File: src/rtl/pab_pkg.sv
// Package: shared constants and types for the progressive accumulation buffer.
package pab_pkg;
   localparam int MaxWidthDefault  = 256;
   localparam int MaxHeightDefault = 256;
   localparam int MaxBlockDefault  = 16;
   localparam int SumWidth         = 32;
   localparam int ChanWidth        = 24;
   localparam int LevelWidth       = 5;
   localparam int CsrWidth         = 9;
   localparam int DivBits          = 48;

   typedef enum logic [0:0] {
      CSR_FRAME_WIDTH  = 1'b0,
      CSR_FRAME_HEIGHT = 1'b1
   } csr_index_type;

   typedef enum logic [0:0] {
      ACT_MERGE = 1'b0,
      ACT_READ  = 1'b1
   } action_type;

   typedef struct packed {
      logic start;
      logic busy;
   } div_ctrl_type;
endpackage

File: src/rtl/pab_divider.sv
// Divider: three restoring quotients (sum << 16) / weight, one bit per cycle, saturated.
module pab_divider (
   input  logic                                  clock,
   input  logic                                  reset,
   input  logic                                  start,
   input  logic [pab_pkg::SumWidth-1:0]          num_r,
   input  logic [pab_pkg::SumWidth-1:0]          num_g,
   input  logic [pab_pkg::SumWidth-1:0]          num_b,
   input  logic [pab_pkg::SumWidth-1:0]          den,
   output pab_pkg::div_ctrl_type                 ctrl,
   output logic                                  done,
   output logic [pab_pkg::ChanWidth-1:0]         quo_r,
   output logic [pab_pkg::ChanWidth-1:0]         quo_g,
   output logic [pab_pkg::ChanWidth-1:0]         quo_b
);
   localparam int NB = pab_pkg::DivBits + pab_pkg::SumWidth;
   localparam int CW = $clog2(NB + 1);

   logic [NB-1:0] acc_ff [3];
   logic [NB-1:0] acc_in [3];
   logic [pab_pkg::SumWidth-1:0] den_ff;
   logic [CW-1:0] cnt_ff;
   logic busy_ff, done_ff;

   always_comb begin
      logic [pab_pkg::SumWidth:0] rem;
      for (int c = 0; c < 3; c++) begin
         rem = {acc_ff[c][NB-1 -: pab_pkg::SumWidth], acc_ff[c][pab_pkg::DivBits-1]};
         if (rem >= {1'b0, den_ff}) begin
            rem = rem - {1'b0, den_ff};
            acc_in[c] = {rem[pab_pkg::SumWidth-1:0], acc_ff[c][pab_pkg::DivBits-2:0], 1'b1};
         end else begin
            acc_in[c] = {rem[pab_pkg::SumWidth-1:0], acc_ff[c][pab_pkg::DivBits-2:0], 1'b0};
         end
      end
   end

   always_ff @(posedge clock) begin
      if (reset) begin
         busy_ff <= 1'b0;
         done_ff <= 1'b0;
         cnt_ff  <= '0;
      end else begin
         done_ff <= 1'b0;
         if (start && !busy_ff) begin
            busy_ff <= 1'b1;
            cnt_ff  <= CW'(pab_pkg::DivBits);
         end else if (busy_ff) begin
            cnt_ff <= cnt_ff - 1'b1;
            if (cnt_ff == CW'(1)) begin
               busy_ff <= 1'b0;
               done_ff <= 1'b1;
            end
         end
      end
   end

   always_ff @(posedge clock) begin
      if (start && !busy_ff) begin
         den_ff    <= den;
         acc_ff[0] <= {pab_pkg::SumWidth'(0), num_r, 16'd0};
         acc_ff[1] <= {pab_pkg::SumWidth'(0), num_g, 16'd0};
         acc_ff[2] <= {pab_pkg::SumWidth'(0), num_b, 16'd0};
      end else if (busy_ff) begin
         acc_ff <= acc_in;
      end
   end

   function automatic logic [pab_pkg::ChanWidth-1:0] sat
      (input logic [pab_pkg::DivBits-1:0] q);
      return (|q[pab_pkg::DivBits-1:pab_pkg::ChanWidth]) ? '1 : q[pab_pkg::ChanWidth-1:0];
   endfunction

   assign quo_r = sat(acc_ff[0][pab_pkg::DivBits-1:0]);
   assign quo_g = sat(acc_ff[1][pab_pkg::DivBits-1:0]);
   assign quo_b = sat(acc_ff[2][pab_pkg::DivBits-1:0]);
   assign done  = done_ff;
   assign ctrl  = '{start: start, busy: busy_ff};
endmodule

File: config.mk
export PLATFORM = sky130hd
export DESIGN_NAME = pab_divider
export DESIGN_NICKNAME = d
export VERILOG_FILES = /design/src/rtl/pab_pkg.sv /design/src/rtl/pab_divider.sv
export SDC_FILE = /design/constraint.sdc
export NUM_CORES = 1
export LEC_CHECK = 0
export BUFFER_PORTS_ARGS = -buffer_cell sky130_fd_sc_hd__buf_4
export CAP_MARGIN = 20
export CORE_MARGIN = 5
export CORE_UTILIZATION = 59
export DETAILED_ROUTE_END_ITERATION = 12
export PLACE_DENSITY = 0.81
export SLEW_MARGIN = 20
export SYNTH_ARGS = -nofsm -noshare
export SYNTH_HDL_FRONTEND = slang
export SYNTH_SLANG_ARGS = --single-unit
File: constraint.sdc
create_clock -name clock -period 4.6 [get_ports clock]
set_input_delay 0.69 -clock clock [delete_from_list [all_inputs] [get_ports clock]]
set_output_delay 0.69 -clock clock [all_outputs]
set_load 0.02 [all_outputs]
Word level (Yosys, flattened, before mapping)
Cells that the tools add are included.
W data, S select, Z words.
{"block": "totals", "out_inout_bits": 75, "inputBits": 131, "register_bits": 281}
{"block": "classes", "reduce_logical": 8, "n_addsub": 4, "n_eq_ne": 1, "mux": 14, "magnitude_cmp": 3, "bitwise_logic": 1}
{"cell": "$mux W208", "n": 2}
{"cell": "$mux W80", "n": 3}
{"cell": "$ge A33 B32 Y1", "n": 3}
{"cell": "$sub A32 B32 Y32", "n": 3}
{"cell": "$mux W24", "n": 3}
{"cell": "$reduce_or A24 Y1", "n": 3}
{"cell": "$mux W6", "n": 2}
{"cell": "$eq A7 B1 Y1 const B", "n": 1}
{"cell": "$sub A7 B1 Y7 const B", "n": 1}
{"cell": "$mux W1", "n": 4}
{"cell": "$reduce_or A3 Y1", "n": 1}
{"cell": "$reduce_bool A2 Y1", "n": 1}
{"cell": "$reduce_or A2 Y1", "n": 1}
{"cell": "$logic_and A1 B1 Y1", "n": 1}
{"cell": "$logic_not A1 Y1", "n": 1}
{"cell": "$not A1 Y1", "n": 1}

Longest topological paths before layout
Gate-level depths: netlist (run 1).
{"block": "depth", "depth_word": 4, "mapped_depth": 14, "ltp_nobuf": 13}

Worst setup path before layout (run 1)
No wires, ideal clock.
{"block": "synth_timing", "path_kind": "in2reg", "start": "in start", "end": "reg acc_ff[100] (netlist name), enable pin", "cell_stages": 4, "arrival_ns": 3.168, "path_buffers": 2, "setup_slack_ns": 0.981, "required_time_ns": 4.150, "cell_sequence": "clkbuf_1 > nor2_1 > clkbuf_1 > inv_1"}
{"block": "synth_between", "elab_chain_len": 2}
{"element": "from (decl)", "line": "pab_divider.sv:5", "text": "input logic start,"}
{"element": "$logic_and A1 B1 Y1", "line": "pab_divider.sv:59", "text": "if (start && !busy_ff) begin"}
{"element": "$reduce_bool A2 Y1 (no source line)"}
{"element": "to (signal assigned)", "line": "pab_divider.sv:65", "text": "acc_ff <= acc_in;"}
{"element": "to (decl)", "line": "pab_divider.sv:19", "text": "logic [NB-1:0] acc_ff [3];"}
Every way passes these cells.
A chain may end at the register's enable or synchronous reset.

Worst setup path in the final report (run 1)
{"block": "layout_timing", "start": "reg acc_ff[47] (netlist name)", "end": "out quo_b[16] (netlist name)"}
{"block": "layout_between", "elab_chain_len": 2}
{"element": "$reduce_or A24 Y1", "line": "pab_divider.sv:71", "text": "return (|q[pab_pkg::DivBits-1:pab_pkg::ChanWidth]) ? '1 : q[pab_pkg::ChanWidth-1:0];"}
{"element": "$mux W24", "line": "pab_divider.sv:71"}
{"element": "to (decl)", "line": "pab_divider.sv:14", "text": "output logic [pab_pkg::ChanWidth-1:0] quo_b"}
Every way passes these cells.

==> results of run 1 <==
==> worst paths after layout <==
check | startpoint | to | depth (start not counted)
max | acc_ff[47] | quo_b[16] | 4
min | den[3] | den_ff[3] | 1
max reg2reg | den_ff[1] | acc_ff[62] | 13
min reg2reg | cnt_ff[6] | done | 1
==> sequential cells by signal (all words and copies together), names as in the netlist <==
| register | cells |
|---|---|
| cnt_ff | 7 |
| busy_ff | 1 |
| acc_ff | 240 |
| den_ff | 32 |
| done | 1 |
==> critical path: stages (launching register included) <==
cell,delay (ps)
edfxtp_1,420
nor4_1,500
nand4_1,790
or3_1,670
buf_4,180
==> final cells by class <==
type	instances	share of cell area [%]
Multi-Input combinational cell	1313	46.0
Timing Repair Buffer	218	8.66
Sequential cell	281	36.0
Inverter	64	1.27
Clock buffer	34	4.10
Clock inverter	22	1.54
Tap cell	378	2.46
==> where the power goes <==
part	switching, mW	leakage [nW]	internal (mW)
Combinational	2.79	4.73	2.06
Clock	1.05	0.519	1.62
Sequential	0.438	2.56	3.17
==> metal layers <==
layer | global-route usage (%) | vias to the layer above | part of all wire [%]
li1 | - | 6813 | -
met3 | 6.77 | 62 | 8.4
met2 | 47.4 | 519 | 47
met1 | 37.2 | 6814 | 42
met4 | 6.35 | 4 | 2.1
met5 | 0 | - | 0.074
==> synth_stat cells, types with 25 or more instances <==
cell type and instances:
a21oi_1 101, nor4_1 26, edfxtp_1 128, ha_1 98, xor2_1 33, a21o_1 31
a22o_1 109, dfxtp_1 153, nand2_1 228, o21ai_1 35, xnor2_1 53, nor2_1 74
clkbuf_1 86, a32oi_1 25, o21ai_0 142, mux2i_1 46, inv_1 62, or3_1 74
==> stage by stage <==
step,power (mW),utilization [%],cell area (sq um),hold slack (ps),std cells
2_1_floorplan,7.37,-,16400,398,1761
3_3_place_gp,8.26,65.6,18100,413,2254
3_5_place_dp,8.39,65.6,18100,422,2254
4_1_cts,11.1,69.5,19200,279,2310
5_1_grt,11.8,69.5,19200,284,2310
6_report,11.1,69.5,19200,300,2310
==> cell families after synthesis <==
group / after synthesis / share of synthesized area, %
AO/OA/AOI/OAI: 576 / 24.0
XOR/XNOR: 86 / 4.59
adder cells (fa/ha/maj): 101 / 7.84
buffers and inverters: 167 / 4.21
flip-flops: 281 / 42.1
multiplexers: 46 / 2.81
AND/OR/NAND/NOR: 504 / 14.5
==> results.md, run 1 <==
* Max Slew Vio Count at 0
* Post-synth EDFFs at between 100 and 150
* Post-Synthesis Cells at 1761
* All-Layer GR Usage at 28.2%
* Leading area contributor after synthesis: edfxtp_1
* R2r setup slk at 820 ps
* Die height at around 180 um
* CP max FO at 24
* FMAX at between 0.2 and 0.3 GHz
* Hold_buf cts at 0
* Area added between synthesis and finish at 17.0%
* Routability Congestion at 0.965
* Most frequent cells in the layout: nand2_1 (228), buf_4 (216), dfxtp_1 (152), o21ai_0 (142), edfxtp_1 (128)
* Residual DRC count at 0
* Setup WS pre-CTS at 894 ps
* Final WL at 45.7 mm
* Core area at between 20000 and 30000 sq um
* Max-slew headroom at between 20% and 30%
* Clock Tree Root: clkbuf_16
* Critical path data required time at 3910 ps
* Max Cap Violations at 0
* CTS Sinks at about 280
* Setup bufs post-CTS at 0
* Cts bufs inserted at 30
* Unrepaired setup endpoints after global routing: no
* Initial DRC count at between 1000 and 1500
* Synth Register Bits at 281
* Slew of the pin with the lowest slew margin at 1120 ps
* Clock Path Buffers at 3
* Post_cts resized at 0
* # diodes at 0
* Top FF cell, synth: dfxtp_1
* CTS tree: yes
* Number of port buffers at 205
* Die width at 177 um
* Setup ws final at 776 ps
* DR vias at around 14000
* Clock skew at 15.7 ps
* Reg area at 6910 sq um
* Mean Syn Cell Area at between 9 and 10 sq um
* Top cells by area, synth: edfxtp_1 (23%), dfxtp_1 (19%), ha_1 (7.5%), a22o_1 (5.8%), nand2_1 (5.2%)
* Part of the Yosys area used for sequential elements at between 40% and 50%
* Synth Warn # at 0
* Period minus WS final at 3820 ps
* Setup TNS at 0 ps
* Share of cells above drive strength 1 at 15.0%
* Antenna Violating Nets Remaining at 0
* Mapped Area at 16400 sq um
* Largest net degree at the start of global routing at 110
* Worst Path Arrival at about 3100 ps
* GR Overflow Total at 0
* Area of the multi-input gates at 8820 sq um
* First-pass GRT wire length at 72.1 mm
* CTS clk-pin slew, worst paths at 70 ps
* Wire length per cell at 19.8 um
* Starting Density at 59.4%
* H-tree levels at 1
* Placement row count at 61
* Fillers at 2181
* Commonest non-fill, non-tap cell in the layout: nand2_1
* Nets at 2140
* Top Ports at 206
* Synth top area share at 23.4%
* PwrDens at 580 nW/um^2
* Die area at 31200 sq um
* CP Launch Type: flip-flop
* Pre-antenna DRT Iters at 5
* Status: finished clean
* HPWL Detailed at 32.2 mm
* Setup Viol. Count Final at 0
* Leakage at just under 8 nW
* Avg Vias per Cell at around 6.2
* Vias in the first global route at 13800
* Crit Path Class: reg -> out
* Crit. End Element: primary output
* Fin crit share at 83.1%
* Min-delay worst type: in -> reg
* Synthesized net count at about 2000
* Count of different cell masters after synthesis at 68
* Worst IR drop on VDD at about 290 uV
* Clock latency on the worst-skew pair at 560 ps
* Initial antenna violation count at 2
* FFs w/ async S/R, synth at 0%
* Fin. Hold Viols at 0
No activity file was read; power rests on OpenSTA's default activity.
==> run 2, diff against run 1 <==
- CORE_UTILIZATION: 59 -> 53
- PLACE_DENSITY: 0.81 -> 0.77
- clock period: 4.6 -> 3.2 ns (I/O delays scaled with it)
==> results.md, run 2 (synthesis gave the netlist of run 1 again) <==
* Design Area, Final at 20000 sq um (+4.3%)
* Slowest cell delay on critical path at 520 ps (-270 ps)
* CTS tree: yes
* All-Layer GR Usage at 26.3% (-1.8 points)
* Number of port buffers at 205 (unchanged)
* Clock skew at 11.3 ps (-4.36 ps)
* Initial DRC count at 1039 (-13%)
* Hold_buf cts at 0 (unchanged)
* Wire length per cell at 19.8 um (+0.12%)
* Worst r2r dst: acc_ff[138]
* Dpl cell area at 18600 sq um (+2.9%)
* CP most frequent cell: a31oi_4
* Setup Viol. Count Final at 13 (+13)
* Routability Congestion at 0.908 (-5.9%)
* Initial antenna violation count at 0 (-2)
* Unrepaired setup endpoints after global routing: yes
* CP Launch Type: flip-flop
* Max-slew headroom at 30.9% (+5.4 points)
* Max Cap Violations at 0 (unchanged)
* Clock Path Buffers at 3 (unchanged)
* CP max FO at 16 (-33%)
* Slew of the pin with the lowest slew margin at 1040 ps (-81.0 ps)
* CTS Sinks at 281 (unchanged)
* Die width at 186 um (+5.2%)
* Critical path data required time at 3650 ps (-260 ps)
* Final Util at 65.5% (-4.0 points)
* Avg Vias per Cell at 6.04 (-1.8%)
* Biggest regs: acc_ff x240, den_ff x32, cnt_ff x7
* Starting Density at 53.6% (-5.7 points)
* Top Ports at 206 (unchanged)
* Clock latency on the worst-skew pair at 580 ps (+20 ps)
* R2r setup slk at -50 ps (-870 ps)
* Worst Min Path Start: den[19]
* Cts bufs inserted at 31 (+3.3%)
* Min-delay worst type: in -> reg
* Worst r2r path cells at 12 (-1)
* FF-to-FF Start: den_ff[10]
* Fillers at 2462 (+13%)
* CP cell instances: clkinvlp_4 > ha_4 > o21ai_2 > a21oi_1 > o31ai_2 > a31o_2 > a31oi_4 > a31oi_4 > o41ai_4 > buf_12 > mux2i_1 > o21ai_1
* CTS clk-pin slew, worst paths at 60 ps (about the same)
* Most frequent cells in the layout: buf_4 (266), nand2_1 (227), dfxtp_1 (152), o21ai_0 (138), edfxtp_1 (128)
* FMAX at around 0.31 GHz
* Clock Tree Root: clkbuf_16
* Crit Path Class: reg -> reg
* Period minus WS final at 3250 ps
* Status: finished, violations left
* Worst IR drop on VDD at 585 uV (+110%)
* Vias in the first global route at 14100 (+2.1%)
* Area of the multi-input gates at 8980 sq um (+1.8%)
* Fin crit share at 102%
* Die area at 34600 sq um (+11%)
* Critical path buffer and inverter count at 2 (+1)
* GR Overflow Total at 0 (unchanged)
* Final WL at 47.4 mm (+3.8%)
* Worst Path Arrival at 3710 ps (+580 ps)
* Pre-antenna DRT Iters at 5 (unchanged)
* Largest net degree at the start of global routing at 91 (-17%)
* Power Total at 16.9 mW (+52%)
* Residual DRC count at 0 (unchanged)
* Max reg flops at 240 (unchanged)
* Commonest non-fill, non-tap cell in the layout: buf_4
* Reg area at 6910 sq um (unchanged)
* HPWL Detailed at 33.7 mm (+4.8%)
* DR vias at 14500 (+1.8%)
* # diodes at 0 (unchanged)
* Failing checks: negative setup slack
* Antenna Violating Nets Remaining at 0 (unchanged)
* Area added between synthesis and finish at 22.1%
* Share of cells above drive strength 1 at 19.2% (+4.1 points)
* Crit path max-delay cell type: o41ai_4
* Max Slew Vio Count at 0 (unchanged)
* Fin. Hold Viols at 0 (unchanged)
* Core area at 30600 sq um (+11%)
* Delay-heaviest family, CP: compound AO/OA/AOI/OAI gates
* Leakage at 8.17 nW (+4.6%)
* First-pass GRT wire length at 74.1 mm (+2.7%)
* Crit. End Element: flip-flop
* PwrDens at 843 nW/um^2 (+45%)
* WHS at 72.9 ps (-227 ps)
* Hold EP: den_ff[19]
* Placement row count at 64 (+4.9%)
* Setup ws final at -53.2 ps (-829 ps)
* Hold path depth at 1 (unchanged)
* Nets at 2207 (+3.1%)
* H-tree levels at 1 (unchanged)
* Largest register by flop count: acc_ff
* Die height at 186 um (+5.2%)
-- run 2: cell types whose count changed in the layout (fill, tap and decap cells not counted), moves of 4 or more --
cell / before / now
ha_1: 98 / 93
buf_4: 216 / 266
o21ai_0: 142 / 138
buf_12: 2 / 13
-- run 2: cell type report --
class	instances	area share [%]
Timing Repair Buffer	284	11.7
Multi-Input combinational cell	1313	44.9
Clock inverter	21	1.22
Clock buffer	37	3.99
Tap cell	396	2.47
Inverter	64	1.24
Sequential cell	281	34.5
-- run 2: repair_timing --
item | CTS | global route
cloned | 0 | 3
setup endpoints to repair | 39 | 73
setup buffers | 2 | 10
pin swaps | 4 | 19
resized for setup | 4 | 34
-- run 2: power by group --
group          internal (mW)  switching, mW  total (mW)
clock network           2.18           1.53        3.71
registers               4.55          0.635        5.19
logic                   3.67           4.30        7.97
total                   10.4           6.46        16.9
-- run 2: worst max-delay path by stage --
stage             endpoint  depth (start not counted)  slack [ps]  startpoint
2_1_floorplan  acc_ff[100]                          4          60       start
3_3_place_gp    acc_ff[76]                         14          30   den_ff[0]
3_5_place_dp    acc_ff[76]                         14         -50   den_ff[0]
4_1_cts        acc_ff[158]                         12           3   den_ff[0]
5_1_grt        acc_ff[138]                         12        -130  den_ff[10]
6_report       acc_ff[138]                         12         -50  den_ff[10]
-- run 2: layer usage --
layer / global-route usage (%) / vias to the layer above / part of all wire (%)
li1: - / 6990 / -
met1: 35.1 / 6847 / 42
met2: 42.9 / 538 / 46
met3: 6.16 / 95 / 8.5
met4: 8.02 / 0 / 3.4
met5: 0 / - / 0
-- run 2: through the flow --
| step | TNS, ps | std cells | setup WS (ps) |
|---|---|---|---|
| 2_1_floorplan | 0 | 1761 | 57.3 |
| 3_3_place_gp | 0 | 2323 | 33.1 |
| 3_5_place_dp | -49.9 | 2323 | -49.9 |
| 4_1_cts | 0 | 2383 | 2.70 |
| 5_1_grt | -2420 | 2396 | -127 |
| 6_report | -217 | 2396 | -53.2 |
==> run 3, diff against run 2 <==
- CELL_PAD_IN_SITES_DETAIL_PLACEMENT: unset -> 1
- CELL_PAD_IN_SITES_GLOBAL_PLACEMENT: unset -> 1
- CORE_UTILIZATION: 53 -> 41
- PLACE_DENSITY: 0.77 -> unset
- PLACE_DENSITY_LB_ADDON: unset -> 0.1
- SKIP_LAST_GASP: unset -> 1
==> results.md, run 3 (synthesis gave the netlist of run 1 again) <==
* Cts bufs inserted at 35 (+13%)
* Fin. Hold Viols at 0 (unchanged)
* Die area at 44100 sq um (+28%)
* All-Layer GR Usage at 23.2% (-3.2 points)
* CP Launch Type: flip-flop
* Top Ports at 206 (unchanged)
* Setup WS pre-CTS at -203 ps (-153 ps)
* Clock latency on the worst-skew pair at 550 ps (-30 ps)
* Min-delay worst type: in -> reg
* Period minus WS final at 3170 ps (-81.8 ps)
* Max Slew Vio Count at 0 (unchanged)
* PwrDens at 858 nW/um^2 (+1.8%)
* Sequential Power Share at 29.4% (-1.3 points)
* Die height at 210 um (+13%)
* Wire length per cell at 21.1 um (+6.6%)
* Critical path buffer and inverter count at 3 (+1)
* GR Overflow Total at 0 (unchanged)
* Fin crit share at 99.1% (-2.6 points)
* Total internal power at 10.8 mW (+4.1%)
* Switch share at 38.6% (+0.31 points)
* Residual DRC count at 0 (unchanged)
* Placement row count at 73 (+14%)
* First-pass GRT wire length at 83.5 mm (+13%)
* Power Total at 17.7 mW (+4.7%)
* Delay-heaviest family, CP: compound AO/OA/AOI/OAI gates
* Max reg flops at 240 (unchanged)
* Max Cap Violations at 0 (unchanged)
* Clock Path Buffers at 3 (unchanged)
* CTS clk-pin slew, worst paths at 60 ps (about the same)
* Number of port buffers at 205 (unchanged)
* Hold_buf cts at 0 (unchanged)
* Die width at 210 um (+13%)
* Pre-antenna DRT Iters at 5 (unchanged)
* DR vias at 14600 (+0.63%)
* Setup ws final at 28.5 ps (+81.8 ps)
* WHS at 106 ps (+33.0 ps)
* CTS Sinks at 281 (unchanged)
* Status: finished clean
* Slew of the pin with the lowest slew margin at 1070 ps (+35.7 ps)
* Setup Viol. Count Final at 0 (-13)
* Leakage at 8.37 nW (+2.4%)
* CP max FO at 6 (-10)
* Largest register by flop count: acc_ff
* Antenna Violating Nets Remaining at 0 (unchanged)
* FMAX at 0.315 GHz (+2.6%)
* # diodes at 0 (unchanged)
* Largest net degree at the start of global routing at 112 (+23%)
* Initial DRC count at 731 (-30%)
* CP cell instances: inv_2 > ha_1 > o21a_1 > o31a_1 > o31a_2 > o41ai_4 > buf_4 > o31a_4 > o31a_4 > o21a_4 > buf_12 > o31a_1 > o21ai_1
* Slowest cell delay on critical path at 370 ps (-150 ps)
* Nets at 2234 (+1.2%)
* Max-slew headroom at 28.5% (-2.4 points)
* HPWL Detailed at 38.0 mm (+13%)
* Vias in the first global route at 15300 (+8.6%)
* Most frequent cells in the layout: buf_4 (290), nand2_1 (226), dfxtp_1 (152), o21ai_0 (136), edfxtp_1 (128)
* Crit path max-delay cell type: ha_1
* Critical path data required time at 3670 ps (+20 ps)
* Combinational Power Share at 47.7% (+0.4 points)
* Routability Congestion at 0.912 (+0.37%)
* Clk pwr share at 22.8% (+0.8 points)
* H-tree levels at 2 (+1)
* Final Util at 51.9% (-14 points)
* Biggest regs: acc_ff x240, den_ff x32, cnt_ff x7
* CTS tree: yes
* Share of cells above drive strength 1 at 20.9% (+1.8 points)
* Worst Path Arrival at 3640 ps (-70 ps)
* Crit Path Class: reg -> reg
* Clock Tree Root: clkbuf_16
* Commonest non-fill, non-tap cell in the layout: buf_4
* Worst IR drop on VDD at 464 uV (-21%)
* Psw at 6.82 mW (+5.5%)
* Area added between synthesis and finish at 25.5%
* Core area at 39600 sq um (+30%)
* Starting Density at 41.4% (-12 points)
* Crit. End Element: flip-flop
* Avg Vias per Cell at 5.70 (-5.6%)
* Unrepaired setup endpoints after global routing: yes
* Setup TNS at 0 ps (+217 ps)
* Initial antenna violation count at 2 (+2)
* Final WL at 53.9 mm (+14%)
* Clock skew at 17.2 ps (+5.87 ps)
run 3: metrics by stage:
stage / instance area, sq um / cells
2_1_floorplan: 16400 / 1761
3_3_place_gp: 18900 / 2471
3_5_place_dp: 18900 / 2471
4_1_cts: 20100 / 2536
5_1_grt: 20600 / 2553
6_report: 20600 / 2553
run 3: routing by layer:
metal | global-route usage [%] | routed length (um)
met5 | 0 | 20
met4 | 6.21 | 1170
met3 | 6.21 | 3180
met2 | 38.7 | 25700
met1 | 30.0 | 23900
run 3: what timing repair did:
| item | in CTS | in global routing |
|---|---|---|
| gates cloned | 0 | 4 |
| pin swaps | 5 | 18 |
| resized for setup | 9 | 52 |
| endpoints found under the setup margin | 11 | 89 |
| buffers inserted | 2 | 13 |
run 3: power groups by stage:
stage                     combinational (mW)  clock [mW]  sequential [mW]
after floorplan                         5.58           0             5.02
after global placement                  7.41           0             5.21
after detailed placement                7.60           0             5.24
after CTS                               7.71        4.15             5.18
after global routing                    9.25        4.27             5.30
final                                   8.43        4.03             5.20
run 3: area by class of cell:
| class | count | area, sq um |
|---|---|---|
| Tap cell | 525 | 657 |
| Sequential cell | 281 | 6910 |
| Clock inverter | 10 | 145 |
| Multi-Input combinational cell | 1313 | 9100 |
| Timing Repair Buffer | 307 | 2510 |
| Fill cell | 4522 | 19100 |
| Clock buffer | 53 | 1020 |
| Inverter | 64 | 245 |
run 3: final timing paths:
path | end | slack (ps) | depth (start not counted) | from
worst max register to register | acc_ff[218] | 30 | 13 | den_ff[2]
worst max-delay path | acc_ff[218] | 30 | 13 | den_ff[2]
worst min-delay path | den_ff[6] | 110 | 1 | den[6]
worst min register to register | done | 460 | 1 | cnt_ff[6]
run 3: worst register-to-register path, cell delays in order, from the launching register on:
cell	delay, ps
edfxtp_1	340
inv_2	60
ha_1	370
o21a_1	150
o31a_1	190
o31a_2	190
o41ai_4	80
buf_4	170
o31a_4	370
o31a_4	360
o21a_4	260
buf_12	150
o31a_1	290
o21ai_1	120
